--- config.mk ---
export PLATFORM = sky130hd
export DESIGN_NAME = itlr_sqrt
export DESIGN_NICKNAME = d
export VERILOG_FILES = /design/src/hw/rtl/itlr_pkg.sv /design/src/hw/rtl/itlr_sqrt.sv
export SDC_FILE = /design/constraint.sdc
export NUM_CORES = 2
export LEC_CHECK = 0
export BUFFER_PORTS_ARGS = -buffer_cell sky130_fd_sc_hd__buf_2
export CORE_ASPECT_RATIO = 2
export CORE_UTILIZATION = 64
export DETAILED_ROUTE_END_ITERATION = 7
export PLACE_DENSITY = 0.8
export SYNTH_ARGS = -nofsm -noshare
export SYNTH_HDL_FRONTEND = slang
export SYNTH_MEMORY_MAX_BITS = 65536
export SYNTH_SLANG_ARGS = --single-unit
--- constraint.sdc ---
create_clock -name clk -period 3.8 [get_ports clk]
set_clock_uncertainty 0.1 [all_clocks]
set_input_delay 0.76 -clock clk [delete_from_list [all_inputs] [get_ports clk]]
set_output_delay 0.76 -clock clk [all_outputs]
set_load 0.01 [all_outputs]
--- src/hw/rtl/itlr_pkg.sv ---
// ----------------------------------------------------------------------------
// itlr_pkg
// shared constants, types and helpers of the thin lens ray refraction block
// ----------------------------------------------------------------------------
package itlr_pkg;

  // fixed point format of directions
  localparam int DIR_FRAC_BITS = 30;
  localparam logic [63:0] ONE_SQ = 64'd1 << (2 * DIR_FRAC_BITS);
  localparam logic signed [31:0] DIR_ONE = 32'sd1 <<< DIR_FRAC_BITS;

  // configuration port
  localparam int ADDR_W = 3;
  localparam logic REG_FOCAL = 1'b0;
  localparam logic REG_APER  = 1'b1;

  // result status codes
  localparam logic [1:0] ST_SKIP  = 2'd0;
  localparam logic [1:0] ST_REFR  = 2'd1;
  localparam logic [1:0] ST_PRUNE = 2'd2;
  localparam logic [1:0] ST_ERR   = 2'd3;

  // pipelined root and divider geometry
  localparam int ROOT_W    = 32;
  localparam int RAD_W     = 2 * ROOT_W;
  localparam int SQRT_LAT  = ROOT_W;
  localparam int DIV_NUM_W = 64;
  localparam int DIV_DEN_W = 32;
  localparam int DIV_LAT   = DIV_NUM_W;

  // stages before the output register
  localparam int VLD_LEN = 4 + SQRT_LAT + 1 + DIV_LAT + 7 + SQRT_LAT + DIV_LAT;

  // normalised magnitude width (top bit sits at position 30)
  localparam int NRM_W = 31;
  localparam logic [5:0] NRM_POS = 6'd30;

  // front half sideband: hit point, input direction and early flags
  typedef struct packed {
    logic act;
    logic outside;
    logic graze;
    logic negx;
    logic negy;
    logic signed [31:0] hx;
    logic signed [31:0] hy;
    logic signed [31:0] hz;
    logic signed [31:0] dx;
    logic signed [31:0] dy;
    logic signed [31:0] dz;
  } fr_t;

  // back half sideband: flags, signs, input direction and normalised magnitudes
  typedef struct packed {
    logic act;
    logic outside;
    logic graze;
    logic mzero;
    logic [2:0] sgn;
    logic [31:0] dx;
    logic [31:0] dy;
    logic [31:0] dz;
    logic [NRM_W-1:0] m0;
    logic [NRM_W-1:0] m1;
    logic [NRM_W-1:0] m2;
  } bk_t;

  // magnitude of a signed 32 bit value
  function automatic logic [31:0] mag32(input logic signed [31:0] v);
    logic [31:0] u;
    u = v;
    return v[31] ? (~u + 32'd1) : u;
  endfunction

endpackage

--- src/hw/rtl/itlr_sqrt.sv ---
// ----------------------------------------------------------------------------
// itlr_sqrt
// pipelined integer square root, one result bit per stage
// ----------------------------------------------------------------------------
module itlr_sqrt (
  input  logic clk,
  input  logic en,
  input  logic [itlr_pkg::RAD_W-1:0] rad,
  output logic [itlr_pkg::ROOT_W-1:0] root
);

  localparam int RW = itlr_pkg::ROOT_W;
  localparam int AW = itlr_pkg::RAD_W;

  logic [RW+1:0] rem_q  [0:RW-1];
  logic [RW-1:0] root_q [0:RW-1];
  logic [AW-1:0] arg_q  [0:RW-1];
  logic [RW+1:0] rem_d  [0:RW-1];
  logic [RW-1:0] root_d [0:RW-1];
  logic [AW-1:0] arg_d  [0:RW-1];

  // one restoring root step per stage
  always_comb begin
    logic [RW+1:0] cur_rem;
    logic [RW-1:0] cur_root;
    logic [AW-1:0] cur_arg;
    logic [RW+3:0] rsh;
    logic [RW+3:0] trial;
    for (int k = 0; k < RW; k++) begin
      if (k == 0) begin
        cur_rem  = '0;
        cur_root = '0;
        cur_arg  = rad;
      end else begin
        cur_rem  = rem_q[k-1];
        cur_root = root_q[k-1];
        cur_arg  = arg_q[k-1];
      end
      rsh   = {cur_rem, cur_arg[AW-1:AW-2]};
      trial = {2'b00, cur_root, 2'b01};
      if (rsh >= trial) begin
        rem_d[k]  = (RW+2)'(rsh - trial);
        root_d[k] = {cur_root[RW-2:0], 1'b1};
      end else begin
        rem_d[k]  = rsh[RW+1:0];
        root_d[k] = {cur_root[RW-2:0], 1'b0};
      end
      arg_d[k] = {cur_arg[AW-3:0], 2'b00};
    end
  end

  always_ff @(posedge clk) begin
    if (en) begin
      for (int k = 0; k < RW; k++) begin
        rem_q[k]  <= rem_d[k];
        root_q[k] <= root_d[k];
        arg_q[k]  <= arg_d[k];
      end
    end
  end

  assign root = root_q[RW-1];

endmodule

==> flow_summary.ini <==
[placed_design]
placedCellCount = 11967
dp_hpwl_mm = 234
gp_congestion = 1.09
io_buffers = 97

[floorplanning]
rows = 222
die_area_sq_um = 186000
die_h_um = 609
die_x_um = 305
initial_core_util_pct = 64.5
io_pins = 98
core_sq_um = 183000

[setup_path]
cpLargestDelayFamily = compound AO/OA/AOI/OAI gates
cp-end-kind = register
path_buf_inv = 2
arrival_ns = 4.30
cp_cell_sequence = ha_4 > buf_4 > o21a_2 > o211ai_1 > buf_4 > a21oi_1 > o31a_1 > or3_4 > a21o_1 > a21oi_2 > xnor2_1 > mux2_2
cp_max_fo = 3
slowest_delay_ns = 0.54
critical_path_class = reg -> reg
critPathRequiredTime_ns = 4.29
worst_path_most_repeated_cell = buf_4
setup.worst_path.start_class = register
critical-path-slowest-cell = o211ai_1

[global_routing]
antenna_found_initial = 11
grt_pass1_vias = 80307
grt_pass1_wl_mm = 475
grt_usage_pct = 34.7
grt_start_max_net_pins = 143
grt_overflow = 0

[synth]
synth_cells = 9146
ys_ff_latch = 2523
avgSynthCellArea_sq_um = 12.9
synth_edf_count = 2523
synth_fp_nets = 9774
synth_async_sr_flop_share_pct = 0
synth_flop_cell = edfxtp_1
synth.cell_area_sq_um = 118000
synth_seq_area_share_pct = 64.3
yosys_warnings = 0
ys_types = 91

[power]
power_density_nw_per_um2 = 601
vdd_drop_max_v = 0.000584
p_leak_nw = 51.9

[timing]
fin_crit_sh_pct = 100
relSlewSlack_pct = 30.8
max_clock_freq_mhz = 262
setup_viol = 2
slew_viol_final = 0
tightest_slew_ns = 1.04
hold_viol = 0
setup_slack_ns = -0.0143
fin_crit_ns = 3.81

[outcome]
status = finished, violations left
failed_checks = negative setup slack

[cells_and_area]
fillerInstances = 11741
instances_no_fill = 12477
nNetsFinal = 10542
area_growth_pct = 13.4
post-route-util_pct = 73.1
drive_gt1_share_pct = 11.9

[clock_tree]
htreeDepth = 4
cts-root-buf = clkbuf_16
cts.sinks = 2523
clockBufferDepth = 4
clk_latency_ns = 0.92
cts_tree = done
path_clk_slew_ns = 0.07
cts_made_buffers = 216

[drt]
num_vias = 77160
detail-route-antenna-nets = 0
wl_per_cell_um = 26.0
vias_per_cell = 6.18
drt_wl_total_mm = 324
first_pass_iters = 6
drc = 0
drt-initial-drc-count = 5526

[hold_path]
hold_path_class = in -> reg

[job]
drv_cap = 0
sequential cells by signal, summed over array words and instances, names as in the netlist:
name    count
rem_q    1003
arg_q     992
root_q    528
stage by stage:
stage / instance area (sq um) / setup slack (ns) / setup TNS, ns / hold slack (ns) / power [W]
after global placement: 125000 / -0.214 / -2.48 / 0.300 / 0.0565
after floorplan: 118000 / 0.401 / 0 / 0.300 / 0.0485
after CTS: 133000 / 0.00236 / 0 / 0.00460 / 0.0797
final: 134000 / -0.0143 / -0.0185 / 0.0410 / 0.0803
after detailed placement: 125000 / -0.175 / -2.43 / 0.305 / 0.0570
after global routing: 134000 / -0.0546 / -0.207 / 0.0170 / 0.0829
layout by cell type (no fill, tap or decap), types with 102 or more instances in the layout:
cell type  netlist  routed
a21o_1         250     250
a21oi_1        537     531
buf_4            0     515
clkbuf_16        0     219
edfxtp_1      2523    2523
ha_1           562     554
inv_1          707     706
nand2_1        673     673
nand2b_1       117     117
nand3_1        148     148
nand4_1        105     105
nor2_1         553     549
nor3_1         232     226
nor4_1         107     102
o21a_1         108     107
o21ai_0        501     481
xnor2_1        419     418
xor2_1         423     423
worst reg2reg max path, cell delays in order, from the launching register on:
cell,delay [ns]
edfxtp_1,0.45
ha_4,0.25
buf_4,0.16
o21a_2,0.17
o211ai_1,0.54
buf_4,0.23
a21oi_1,0.06
o31a_1,0.37
or3_4,0.41
a21o_1,0.22
a21oi_2,0.19
xnor2_1,0.12
mux2_2,0.28
timing repair:
item                                    4_1_cts  5_1_grt
cloned                                        0        1
resized for setup                            15       73
hold endpoints to repair                     61        0
hold buffers                                 61        0
buffers inserted                              3       16
pin swaps                                     1       10
endpoints found under the setup margin       74      207
power by group:
| group | internal (W) | leakage (nW) | total [W] | switching, W |
|---|---|---|---|---|
| Sequential | 0.0351 | 24.3 | 0.0380 | 0.00289 |
| Clock | 0.0126 | 3.47 | 0.0229 | 0.0103 |
| Combinational | 0.00807 | 24.1 | 0.0194 | 0.0114 |
| Total | 0.0558 | 51.9 | 0.0803 | 0.0245 |
area by class of cell:
class                           instances  area, sq um  area share [%]
Timing Repair Buffer                  716         5830            4.37
Sequential cell                      2523        75800            56.7
Clock buffer                          244         5550            4.16
Tap cell                             2352         2940            2.20
Multi-Input combinational cell       5748        39200            29.3
Antenna cell                           38         95.1          0.0712
Clock inverter                        147         1610            1.21
Inverter                              709         2660            1.99
routing by layer:
layer | global-route usage, % | vias to the layer above | part of all wire, %
met4 | 36.8 | 4 | 13
met2 | 66.7 | 2997 | 55
met5 | 0 | - | 0.0074
li1 | - | 35414 | -
met1 | 27.7 | 37252 | 28
met3 | 5.60 | 1493 | 4.5
path summary, 6_finish.rpt:
| path | to | cells past startpoint | from | slack [ns] |
|---|---|---|---|---|
| worst min register to register | arg_q[1][32]$_DFFE_PP_ | 0 | arg_q[0][960]$_DFFE_PP_ | 0.29 |
| worst max register to register | rem_q[1][459]$_DFFE_PP_ | 12 | rem_q[1][408]$_DFFE_PP_ | -0.01 |
| worst min-delay path | arg_q[0][40]$_DFFE_PP_ | 1 | rad[40] | 0.04 |
| worst max-delay path | rem_q[1][459]$_DFFE_PP_ | 12 | rem_q[1][408]$_DFFE_PP_ | -0.01 |
synth_stat cells (all sizes together) (105+ instances only):
cell / n / share of area [%]
nand2: 674 / 2.1
edfxtp: 2523 / 64
o21a: 108 / 0.69
inv: 708 / 2.3
nor2: 554 / 1.8
a21oi: 537 / 2.3
nor3: 232 / 0.99
o21ai: 502 / 2.1
nand2b: 117 / 0.62
a21o: 250 / 1.6
ha: 562 / 6.0
clkbuf: 144 / 0.46
nand4: 105 / 0.56
nor4: 109 / 0.59
xor2: 423 / 3.1
nand3: 148 / 0.63
xnor2: 419 / 3.1
logic make-up after synthesis:
group | Yosys count | share of synthesized area, %
AO/OA/AOI/OAI | 1867 | 9.87
XOR/XNOR | 842 | 6.26
adder cells (fa/ha/maj) | 562 | 5.97
buffers and inverters | 875 | 2.81
flip-flops | 2523 | 64.3
multiplexers | 84 | 0.804
other | 1 | 0.00318
AND/OR/NAND/NOR | 2392 | 10.0
(Power assumes the default switching activity.)
